[config.mk]
export PLATFORM = sky130hd
export DESIGN_NAME = sgvs_queue
export DESIGN_NICKNAME = d
export VERILOG_FILES = /design/src/rtl/core/sgvs_pkg.sv /design/src/rtl/core/sgvs_queue.sv
export SDC_FILE = /design/constraint.sdc
export NUM_CORES = 1
export LEC_CHECK = 0
export ABC_AREA = 1
export BUFFER_PORTS_ARGS = -buffer_cell sky130_fd_sc_hd__buf_2
export CAP_MARGIN = 5
export CORE_ASPECT_RATIO = 1.4
export CORE_UTILIZATION = 55
export CTS_BUF_LIST = sky130_fd_sc_hd__clkbuf_8
export DETAILED_ROUTE_END_ITERATION = 8
export PLACE_DENSITY = 0.75
export SYNTH_ARGS = -nofsm -noshare
export SYNTH_HDL_FRONTEND = slang
export SYNTH_SLANG_ARGS = --single-unit
[constraint.sdc]
create_clock -name clk -period 9.55 [get_ports clk]
set_clock_uncertainty 0.2 [all_clocks]
set_input_delay 1.91 -clock clk [delete_from_list [all_inputs] [get_ports clk]]
set_output_delay 1.91 -clock clk [all_outputs]
set_load 0.02 [all_outputs]
[src/rtl/core/sgvs_pkg.sv]
// Shared types and constants of the skewed grid velocity sampler.
package sgvs_pkg;

  // Address width that covers the largest grid the block can be built for.
  localparam int ADDR_W = 20;

  // Fixed field widths.
  localparam int VW = 16;

  // Request kinds carried in the op field.
  localparam logic OP_WRITE  = 1'b0;
  localparam logic OP_SAMPLE = 1'b1;

  // Register indexes of the configuration port.
  localparam logic [2:0] REG_COLS  = 3'd0;
  localparam logic [2:0] REG_ROWS  = 3'd1;
  localparam logic [2:0] REG_SHEAR = 3'd2;
  localparam logic [2:0] REG_SXI   = 3'd3;
  localparam logic [2:0] REG_SETA  = 3'd4;
  localparam logic [2:0] REG_TOPV  = 3'd5;

  typedef struct packed {
    logic        [7:0]    cols;
    logic        [7:0]    rows;
    logic signed [23:0]   shear;
    logic        [31:0]   sxi;
    logic        [31:0]   seta;
    logic signed [VW-1:0] topv;
  } cfg_t;

  // One classified request on its way from the front part to the back part.
  typedef struct packed {
    logic                         wr;
    logic                         wr_ok;
    logic [3:0][ADDR_W-1:0]       addr;
    logic [31:0]                  wdata;
    logic [15:0]                  fx;
    logic [15:0]                  fy;
    logic                         outside;
    logic signed [VW-1:0]         velx;
  } job_t;

endpackage

[src/rtl/core/sgvs_queue.sv]
// Short request queue between the front and back parts.
module sgvs_queue (
  input  logic           clk,
  input  logic           rst,
  input  logic           push,
  input  sgvs_pkg::job_t push_job,
  output logic           full,
  input  logic           pop,
  output logic           head_valid,
  output sgvs_pkg::job_t head
);

  localparam int QD = 4;
  localparam int QW = $clog2(QD);

  sgvs_pkg::job_t slot [QD];
  logic [QW-1:0]  wp, rp;
  logic [QW:0]    count;

  assign full       = count == (QW+1)'(QD);
  assign head_valid = count != '0;
  assign head       = slot[rp];

  always_ff @(posedge clk) begin
    if (rst) begin
      wp    <= '0;
      rp    <= '0;
      count <= '0;
    end else begin
      if (push) wp <= wp + 1'b1;
      if (pop)  rp <= rp + 1'b1;
      count <= count + (QW+1)'(push) - (QW+1)'(pop);
    end
  end

  always_ff @(posedge clk) begin
    if (push) slot[wp] <= push_job;
  end

endmodule

### After elaboration in Yosys (flattened, before gate mapping)

Memory sizes are Yosys's and may differ from the RTL's. A register that Yosys moved wholly into a read port is not among the register bits.
Index checks and enable logic that the tools add are counted.

* flip-flop bits (word level): 7
* bits in writable memories: 652
* input port bits: 167
* output and inout bits: 165
* logic and storage cells: 14
* memories: 1

* add/sub/neg operators: 4
* equality and inequality tests: 1
* muxes and demuxes: 4
* reductions and logical operators: 1

Memories
* slot: words 4, bits a word 163, read ports 1, clocked after Yosys merged registers in 1, write ports 1, line sgvs_queue.sv:16 `sgvs_pkg::job_t slot [QD];`

Operators by type and width (number)
* 2-bit by 1-bit adder with 2-bit output, second input constant: 2
* 2-bit 2-to-1 mux: 2
* 3-bit by 1-bit adder with 3-bit output: 1
* 3-bit == test, second input constant: 1
* 3-bit nonzero test: 1
* 3-bit by 1-bit subtractor with 3-bit output: 1
* 1-bit 2-to-1 mux: 2

### Depth between registers and ports, before layout

Gate-level depths: netlist of run 1.

* depth after elaboration: 3
* gate-level depth with buffers: 8

### Least setup slack after synthesis of run 1

Ideal clock, no wire load.

* kind: input to register
* from: in push
* to: mem slot[0][0] in the netlist's numbering (enable)
* data arrival time: 5.077 ns
* setup slack: 3.757 ns
* stages: 2
* path buffers: 0
* cells stage by stage: nand2_1 > inv_1

* longest elaborated chain between the ends: 2

RTL lines
* start: declaration: line sgvs_queue.sv:5 `input logic push,`
* 1-bit 2-to-1 mux: line sgvs_queue.sv:37 `if (push) slot[wp] <= push_job;`
* 1-bit 2-to-1 mux (not written as such): line sgvs_queue.sv:37
* end: declaration: line sgvs_queue.sv:16

Every way passes these cells.

==> metrics.txt, run 1 <==
# TYPE chip_impl_metric gauge
chip_impl_metric{name="postCtsResizedCells",unit=""} 0
chip_impl_info{name="cp_top_family",value="flip-flops"} 1
chip_impl_info{name="crit_slowest_cell",value="dfxtp_4"} 1
chip_impl_metric{name="setup_violations",unit=""} 0
chip_impl_metric{name="worstSkewPairLatency",unit="ps"} 670
chip_impl_metric{name="cp.buffers_inverters",unit=""} 2
chip_impl_info{name="critPathCaptureType",value="output pin"} 1
chip_impl_metric{name="maxClockFrequency",unit="MHz"} 180
chip_impl_info{name="clk_root_buffer_cell",value="clkbuf_8"} 1
chip_impl_info{name="hold_path_startpoint",value="rp[1]"} 1
chip_impl_metric{name="die_area",unit="um2"} 49700
chip_impl_metric{name="core.rowCount",unit=""} 95
chip_impl_metric{name="drive_gt1_share",unit="%"} 26.8
chip_impl_info{name="worst_setup_path_type",value="reg2out"} 1
chip_impl_metric{name="netlist_area",unit="um2"} 26900
chip_impl_metric{name="number_of_nets_still_failing_antenna_checks_after_routing",unit=""} 0
chip_impl_metric{name="worst-endpoint-required",unit="ps"} 7440
chip_impl_metric{name="yosys.cell_types.count",unit=""} 18
chip_impl_metric{name="power.density",unit="nW/um2"} 200
chip_impl_metric{name="number_of_global_route_vias_before_repair",unit=""} 15900
chip_impl_info{name="path_cells",value="buf_12 -> a21oi_1 -> o21ai_0 -> nand2_1 -> buf_2"} 1
chip_impl_metric{name="worstRegToRegCells",unit=""} 5
chip_impl_metric{name="synth_seq_cells",unit=""} 661
chip_impl_metric{name="global_routing_usage_summed_across_all_routing_layers",unit="%"} 21.0
chip_impl_info{name="worst_reg2reg_startpoint",value="wp[0]"} 1
chip_impl_metric{name="total_power",unit="uW"} 6090
chip_impl_metric{name="finalSetupTns",unit="ps"} 0
chip_impl_metric{name="cellLeakagePower",unit="uW"} 0.0118
chip_impl_info{name="tritoncts",value="yes"} 1
chip_impl_metric{name="syn_area_per_cell",unit="um2"} 13.7
chip_impl_info{name="grt_setup_unrepaired",value="no"} 1
chip_impl_metric{name="timing.critical_path.slowest_cell_delay",unit="ps"} 1080
chip_impl_metric{name="starting_density",unit="%"} 55.8
chip_impl_info{name="r2r_end",value="slot[2][10]"} 1
chip_impl_metric{name="number_of_instances_in_the_synthesized_netlist",unit=""} 1958
chip_impl_metric{name="worst_ep_arrival_time",unit="ps"} 3460
chip_impl_metric{name="number_of_antenna_violations_at_the_first_check_in_global_routing",unit=""} 15
chip_impl_metric{name="io_buffer_count",unit=""} 331
chip_impl_metric{name="grt_first_pass_wirelength",unit="um"} 80900
chip_impl_info{name="cp-start-kind",value="flop"} 1
chip_impl_metric{name="ctsHtreeMaxLevel",unit=""} 3
chip_impl_metric{name="slew_headroom",unit="%"} 13.1
chip_impl_metric{name="io-pin-count",unit=""} 332
chip_impl_metric{name="timing.final.hold_violations",unit=""} 0
chip_impl_metric{name="numClockSinks",unit=""} 661
chip_impl_metric{name="first_iter_violations",unit=""} 1086
chip_impl_metric{name="post_cts.repair.setup_buffers",unit=""} 0
chip_impl_metric{name="yosysSeqAreaShare",unit="%"} 73.6
chip_impl_metric{name="route.detailed.vias_per_inst",unit=""} 5.19
chip_impl_metric{name="place_hpwl",unit="um"} 30400
chip_impl_metric{name="whs_path_depth",unit=""} 2
chip_impl_metric{name="cap_violations",unit=""} 0
chip_impl_metric{name="pin_count_of_the_biggest_net_entering_global_routing",unit=""} 270
chip_impl_metric{name="max-clock-path-buffers",unit=""} 3
chip_impl_metric{name="wl_per_cell",unit="um"} 17.4
chip_impl_metric{name="area_growth_syn_to_layout",unit="%"} 13.6
chip_impl_metric{name="tritoncts.num_buffers",unit=""} 95
chip_impl_metric{name="cts.clk_slew.worst_paths",unit="ps"} 60
chip_impl_metric{name="routabilityCongestion",unit=""} 0.746
chip_impl_metric{name="grt.overflow.total",unit=""} 0
chip_impl_metric{name="synthesis.yosys.warnings",unit=""} 0
chip_impl_metric{name="dieWidth",unit="um"} 189
chip_impl_metric{name="cts_hold_repair.buffers",unit=""} 0
chip_impl_metric{name="slew_viol_final",unit=""} 0
chip_impl_metric{name="drc_errors",unit=""} 0
chip_impl_metric{name="worst-path-max-fanout",unit=""} 269
chip_impl_metric{name="routed_wl",unit="um"} 52200
chip_impl_metric{name="firstDrtPassIters",unit=""} 5
chip_impl_metric{name="fin_crit_sh",unit="%"} 58.3
chip_impl_info{name="outcome",value="finished clean"} 1
chip_impl_metric{name="max_slew.worst_pin.slew",unit="ps"} 1300
chip_impl_metric{name="period_minus_slack",unit="ps"} 5570
chip_impl_info{name="worst_hold_path_type",value="reg2reg"} 1
chip_impl_metric{name="fp.coreArea",unit="um2"} 48100
chip_impl_metric{name="chipHeight",unit="um"} 263
chip_impl_metric{name="synthesis.nets",unit=""} 2132
chip_impl_metric{name="regToRegSetupSlack",unit="ps"} 6930
chip_impl_metric{name="critical_path_cell_count",unit=""} 5
chip_impl_metric{name="fin_nets",unit=""} 2466
chip_impl_metric{name="ir_drop",unit="mV"} 0.165
chip_impl_metric{name="routed_via_count",unit=""} 15600
==> routing by layer <==
layer / share of wire, % / global-route usage, %
met1: 39 / 23.9
met2: 52 / 36.3
met3: 6.2 / 5.40
met4: 3.2 / 10.8
met5: 0.14 / 0
==> area by class of cell <==
type,instances,area [um2]
timing repair buffer,346,1790
sequential,661,19800
tap,630,788
fill,3574,17600
antenna,12,30.0
clock inverter,67,337
clock buffer,103,1420
multi-input combinational,846,5060
inverter,342,1300
==> worst min-delay path: stages, from the launching register on <==
cell,delay [ps]
dfxtp_1,300
inv_1,60
a21oi_1,70
==> state kept, by name, indices dropped and copies added, names as in the netlist, named ones only <==
signal / count
count: 3
slot: 652
wp: 2
rp: 2
==> Yosys cell counts <==
library cell / count / area share, %
buf_6: 33 / 1.4
o211ai_2: 157 / 7.3
inv_1: 342 / 4.8
nand2_1: 334 / 4.7
clkbuf_1: 29 / 0.41
o21ai_0: 164 / 3.1
a21oi_1: 169 / 3.1
nand3_1: 2 / 0.037
edfxtp_1: 652 / 73
buf_2: 26 / 0.48
ha_1: 6 / 0.28
nor2_1: 4 / 0.056
o21ai_1: 3 / 0.056
fa_1: 1 / 0.075
o211ai_1: 6 / 0.17
dfxtp_1: 9 / 0.67
buf_4: 15 / 0.42
buf_1: 6 / 0.084
==> through the flow <==
step	cell area [um2]	setup slack (ps)	hold slack, ps	utilization (%)	cells
after detailed placement	28700	4740	250	59.7	2825
after CTS	30500	3980	262	63.3	2995
after global routing	30500	3730	301	63.3	3004
after global placement	28700	4790	244	59.7	2825
final	30500	3980	266	63.4	3007
after floorplan	26900	3760	236	-	1958
==> cells by family after synthesis <==
family,synth area share (%)
AO/OA/AOI/OAI,13.7
adder cells (fa/ha/maj),0.354
buffers and inverters,7.56
flip-flops,73.6
AND/OR/NAND/NOR,4.76
==> power by group <==
group / total [uW] / switching (uW) / internal [uW] / leakage (uW)
clock network: 2060 / 1010 / 1050 / 0.000985
logic: 666 / 474 / 193 / 0.00478
registers: 3370 / 43.1 / 3320 / 0.00606
total: 6090 / 1530 / 4560 / 0.0118
==> worst max-delay path by stage <==
| stage | endpoint | slack (ps) |
|---|---|---|
| 2_1_floorplan | slot[0][0] | 3760 |
| 3_3_place_gp | head[103] | 4790 |
| 3_5_place_dp | head[99] | 4740 |
| 4_1_cts | head[0] | 3980 |
| 5_1_grt | head[99] | 3730 |
| 6_report | head[99] | 3980 |
==> placed cells by master (no fill, tap or decap), drive strengths merged <==
master | netlist | routed
nand3 | 2 | 2
bufinv | 0 | 2
diode | 0 | 12
clkbuf | 29 | 103
buf | 80 | 346
clkinvlp | 0 | 3
nor2 | 4 | 4
ha | 6 | 6
nand2 | 334 | 334
inv | 342 | 363
o21ai | 167 | 167
dfxtp | 9 | 9
clkinv | 0 | 41
edfxtp | 652 | 652
a21oi | 169 | 169
fa | 1 | 1
o211ai | 163 | 163
Note: power is estimated with default switching activity, not from simulation.
==> inputs of run 2 (changes only) <==
--- a/config.mk
+++ b/config.mk
@@ -5,14 +5,14 @@
 export SDC_FILE = /design/constraint.sdc
 export NUM_CORES = 1
 export LEC_CHECK = 0
-export ABC_AREA = 1
+export ABC_AREA = 0
 export BUFFER_PORTS_ARGS = -buffer_cell sky130_fd_sc_hd__buf_2
 export CAP_MARGIN = 5
 export CORE_ASPECT_RATIO = 1.4
-export CORE_UTILIZATION = 55
+export CORE_UTILIZATION = 53
 export CTS_BUF_LIST = sky130_fd_sc_hd__clkbuf_8
 export DETAILED_ROUTE_END_ITERATION = 8
-export PLACE_DENSITY = 0.75
+export PLACE_DENSITY = 0.76
 export SYNTH_ARGS = -nofsm -noshare
 export SYNTH_HDL_FRONTEND = slang
 export SYNTH_SLANG_ARGS = --single-unit
==> constraint.sdc (replaced) <==
create_clock -name clk -period 4.9 [get_ports clk]
set_clock_uncertainty 0.2 [all_clocks]
set_input_delay 0.98 -clock clk [delete_from_list [all_inputs] [get_ports clk]]
set_output_delay 0.98 -clock clk [all_outputs]
set_load 0.02 [all_outputs]
==> run 2 against run 1 <==
  * Hold slack better by 56 ps
  * Total power up 94%
  * Synthesized area down 11%
  * Utilization about the same
  * Largest cell class unchanged
  * Routed wire length down 16%
  * Register-to-register slack worse by 4400 ps
  * Sequential cell count unchanged
  * Sequential share of layout area up 5.6 points
  * Final area down 8.0%
  * Sequential power up 95%
  * Highest routed layer unchanged
  * Clock power up 91%
==> metrics.txt, run 2 <==
# TYPE chip_impl_metric gauge
chip_impl_metric{name="number_of_global_route_vias_before_repair",unit=""} 11500
chip_impl_metric{name="worst_ep_arrival_time",unit="ps"} 2600
chip_impl_metric{name="number_of_antenna_violations_at_the_first_check_in_global_routing",unit=""} 16
chip_impl_metric{name="timing.final.hold_violations",unit=""} 0
chip_impl_metric{name="fp.coreArea",unit="um2"} 44300
chip_impl_metric{name="max_slew.worst_pin.slew",unit="ps"} 684
chip_impl_info{name="netlist_top_cells_area",value="edfxtp_1 (82%), mux4_2 (15%), dfxtp_1 (0.75%)"} 1
chip_impl_metric{name="netlist_area",unit="um2"} 23900
chip_impl_info{name="worst_setup_path_type",value="reg2out"} 1
chip_impl_metric{name="detailed_place.area",unit="um2"} 26300
chip_impl_metric{name="crit_path_setup_slack_layout",unit="ps"} 1120
chip_impl_info{name="hold_end",value="slot[3][76]"} 1
chip_impl_metric{name="setup_violations",unit=""} 0
chip_impl_metric{name="number_of_nets_still_failing_antenna_checks_after_routing",unit=""} 0
chip_impl_metric{name="finalInstanceArea",unit="um2"} 28100
chip_impl_metric{name="route.detailed.vias_per_inst",unit=""} 5.51
chip_impl_metric{name="synth_seq_cells",unit=""} 661
chip_impl_metric{name="drive_gt1_share",unit="%"} 46.1
chip_impl_metric{name="timing.critical_path.slowest_cell_delay",unit="ps"} 770
chip_impl_metric{name="tritoncts.num_buffers",unit=""} 95
chip_impl_info{name="layout_commonest_cell",value="edfxtp_1"} 1
chip_impl_info{name="hold_path_startpoint",value="push_job[76]"} 1
chip_impl_metric{name="fin_crit_sh",unit="%"} 77.2
chip_impl_metric{name="cap_violations",unit=""} 0
chip_impl_metric{name="period_minus_slack",unit="ps"} 3780
chip_impl_metric{name="fin_nets",unit=""} 1475
chip_impl_metric{name="worstSkewPairLatency",unit="ps"} 670
chip_impl_info{name="cp_top_family",value="flip-flops"} 1
chip_impl_info{name="critPathCaptureType",value="output pin"} 1
chip_impl_metric{name="yosys.cell_types.count",unit=""} 22
chip_impl_metric{name="core.rowCount",unit=""} 91
chip_impl_info{name="regMostFlops",value="slot"} 1
chip_impl_metric{name="number_of_flip_flops_in_the_largest_register",unit=""} 652
chip_impl_info{name="crit_slowest_cell",value="dfxtp_4"} 1
chip_impl_metric{name="worst-path-max-fanout",unit=""} 70
chip_impl_metric{name="power.density",unit="nW/um2"} 421
chip_impl_metric{name="number_of_synthesized_flops_with_an_enable_pin",unit=""} 652
chip_impl_metric{name="portion_of_synthesized_cell_area_occupied_by_the_leading_cell_type",unit="%"} 81.8
chip_impl_metric{name="drc_errors",unit=""} 0
chip_impl_metric{name="worst-endpoint-required",unit="ps"} 3720
chip_impl_info{name="netlist.top_cell.by_area",value="edfxtp_1"} 1
chip_impl_metric{name="ctsHtreeMaxLevel",unit=""} 3
chip_impl_metric{name="routed_wl",unit="um"} 44000
chip_impl_metric{name="number_of_instances_in_the_synthesized_netlist",unit=""} 893
chip_impl_metric{name="area_growth_syn_to_layout",unit="%"} 17.3
chip_impl_metric{name="postCtsResizedCells",unit=""} 0
chip_impl_metric{name="layout.area.seq",unit="um2"} 19800
chip_impl_info{name="worst_hold_path_type",value="in2reg"} 1
chip_impl_metric{name="die_area",unit="um2"} 46000
chip_impl_info{name="top_library_cells_by_usage_in_the_layout_fill_and_taps_aside",value="edfxtp_1 (652), buf_2 (331), mux4_2 (163)"} 1
chip_impl_metric{name="routed_via_count",unit=""} 10700
chip_impl_metric{name="n_fill_cell",unit=""} 2956
chip_impl_metric{name="cp.buffers_inverters",unit=""} 2
chip_impl_metric{name="multiInputGateArea",unit="um2"} 3920
chip_impl_metric{name="synth-async-reset-ratio",unit="%"} 0
chip_impl_metric{name="dieWidth",unit="um"} 182
chip_impl_info{name="r2r_end",value="slot[1][11]"} 1
chip_impl_metric{name="non_filler_instances",unit=""} 1941
chip_impl_metric{name="global_routing_usage_summed_across_all_routing_layers",unit="%"} 19.5
chip_impl_metric{name="first_iter_violations",unit=""} 579
chip_impl_info{name="clk_root_buffer_cell",value="clkbuf_8"} 1
chip_impl_metric{name="maxClockFrequency",unit="MHz"} 265
chip_impl_info{name="synthFlopType",value="edfxtp_1"} 1
chip_impl_metric{name="worstRegToRegCells",unit=""} 4
chip_impl_metric{name="routabilityCongestion",unit=""} 0.704
chip_impl_metric{name="regToRegSetupSlack",unit="ps"} 2500
chip_impl_info{name="worst_reg2reg_startpoint",value="wp[1]"} 1
chip_impl_metric{name="post_cts.repair.setup_buffers",unit=""} 0
chip_impl_metric{name="preCtsSetupSlack",unit="ps"} 1830
chip_impl_metric{name="whs_path_depth",unit=""} 1
chip_impl_metric{name="wl_per_cell",unit="um"} 22.7
chip_impl_metric{name="yosysSeqAreaShare",unit="%"} 82.6
chip_impl_metric{name="slew_headroom",unit="%"} 54.4
chip_impl_metric{name="grt_first_pass_wirelength",unit="um"} 65700
chip_impl_info{name="tritoncts",value="yes"} 1
chip_impl_info{name="outcome",value="finished clean"} 1
chip_impl_metric{name="cts_hold_repair.buffers",unit=""} 0
chip_impl_metric{name="synthesis.yosys.warnings",unit=""} 0
chip_impl_metric{name="finalHoldWorstSlack",unit="ps"} 322
chip_impl_info{name="grt_setup_unrepaired",value="no"} 1
chip_impl_metric{name="cellLeakagePower",unit="uW"} 0.00951
chip_impl_info{name="cp-start-kind",value="flop"} 1
chip_impl_metric{name="syn_area_per_cell",unit="um2"} 26.8
chip_impl_metric{name="numClockSinks",unit=""} 661
chip_impl_metric{name="io-pin-count",unit=""} 332
chip_impl_metric{name="starting_density",unit="%"} 54.0
chip_impl_metric{name="cts.clk_slew.worst_paths",unit="ps"} 60
chip_impl_metric{name="grt.overflow.total",unit=""} 0
chip_impl_metric{name="ir_drop",unit="mV"} 0.314
chip_impl_info{name="path_cells",value="buf_12 -> mux4_2 -> buf_2"} 1
chip_impl_info{name="synth_top_cells_by_count",value="edfxtp_1 (652), mux4_2 (163), buf_2 (18), buf_6 (9), dfxtp_1 (9)"} 1
chip_impl_metric{name="max-clock-path-buffers",unit=""} 3
chip_impl_metric{name="firstDrtPassIters",unit=""} 5
chip_impl_metric{name="chipHeight",unit="um"} 253
chip_impl_metric{name="finalSetupTns",unit="ps"} 0
chip_impl_info{name="registers_with_the_highest_flip_flop_counts",value="slot: 652 flops, count: 3 flops"} 1
chip_impl_metric{name="io_buffer_count",unit=""} 331
chip_impl_metric{name="slew_viol_final",unit=""} 0
chip_impl_metric{name="pin_count_of_the_biggest_net_entering_global_routing",unit=""} 77
chip_impl_metric{name="place_hpwl",unit="um"} 26400
chip_impl_metric{name="numPlacedInstances",unit=""} 1762
chip_impl_metric{name="synthesis.nets",unit=""} 1067
chip_impl_info{name="yosysMostFrequentCell",value="edfxtp_1"} 1
==> run 2: changes by cell type after synthesis, moves of 24 or more <==
cell and delta:
inv_1 -336, nand2_1 -334, a21oi_1 -168, o21ai_0 -164, mux4_2 +163, o211ai_2 -157
clkbuf_1 -26, buf_6 -24
==> run 2: worst max-delay path by stage <==
stage                     cells after the start         end  start  slack (ps)
after floorplan                               1  slot[1][0]   push        1280
after global placement                        3   head[132]   flop        1820
after detailed placement                      3   head[132]   flop        1830
after CTS                                     3   head[132]   flop        1060
after global routing                          3   head[144]   flop        1040
final                                         3    head[25]   flop        1120
==> run 2: layout make-up <==
class	instances	area share, %
Antenna cell	9	0.0803
Multi-Input combinational cell	190	14.0
Tap cell	558	2.49
Inverter	6	0.0803
Clock inverter	69	1.22
Timing Repair Buffer	347	6.78
Clock buffer	101	4.95
Sequential cell	661	70.4
==> run 2: cells by family (layout without fill, tap and decap cells) <==
| logic type | count (synthesis) | after routing | share of synthesized area [%] |
|---|---|---|---|
| AO/OA/AOI/OAI | 2 | 2 | 0.0627 |
| adder cells (fa/ha/maj) | 7 | 7 | 0.397 |
| AND/OR/NAND/NOR | 14 | 14 | 0.319 |
| multiplexers | 164 | 164 | 15.4 |
| buffers and inverters | 42 | 523 | 1.07 |
| other | 0 | 9 | 0 |
| flip-flops | 661 | 661 | 82.6 |
| XOR/XNOR | 3 | 3 | 0.173 |
==> run 2: power by group <==
part	switching, uW	internal [uW]	total [uW]	leakage (uW)
sequential	75.9	6500	6580	0.00606
clock	1930	2000	3930	0.000994
combinational	766	529	1290	0.00245
==> run 2: through the flow <==
stage               utilization, %  total power, uW
floorplan                        -             7530
global route                  63.4            12300
finish                        63.4            11800
CTS                           63.3            12000
global placement              59.4             7990
detailed placement            59.4             8020
==> run 2: routing by layer <==
metal	track usage (%)	vias to the layer above	part of all wire [%]
li1	-	4706	-
met1	22.0	5505	36
met2	33.4	365	53
met3	6.54	103	7.1
met4	9.64	14	3.3
met5	0	-	0.22
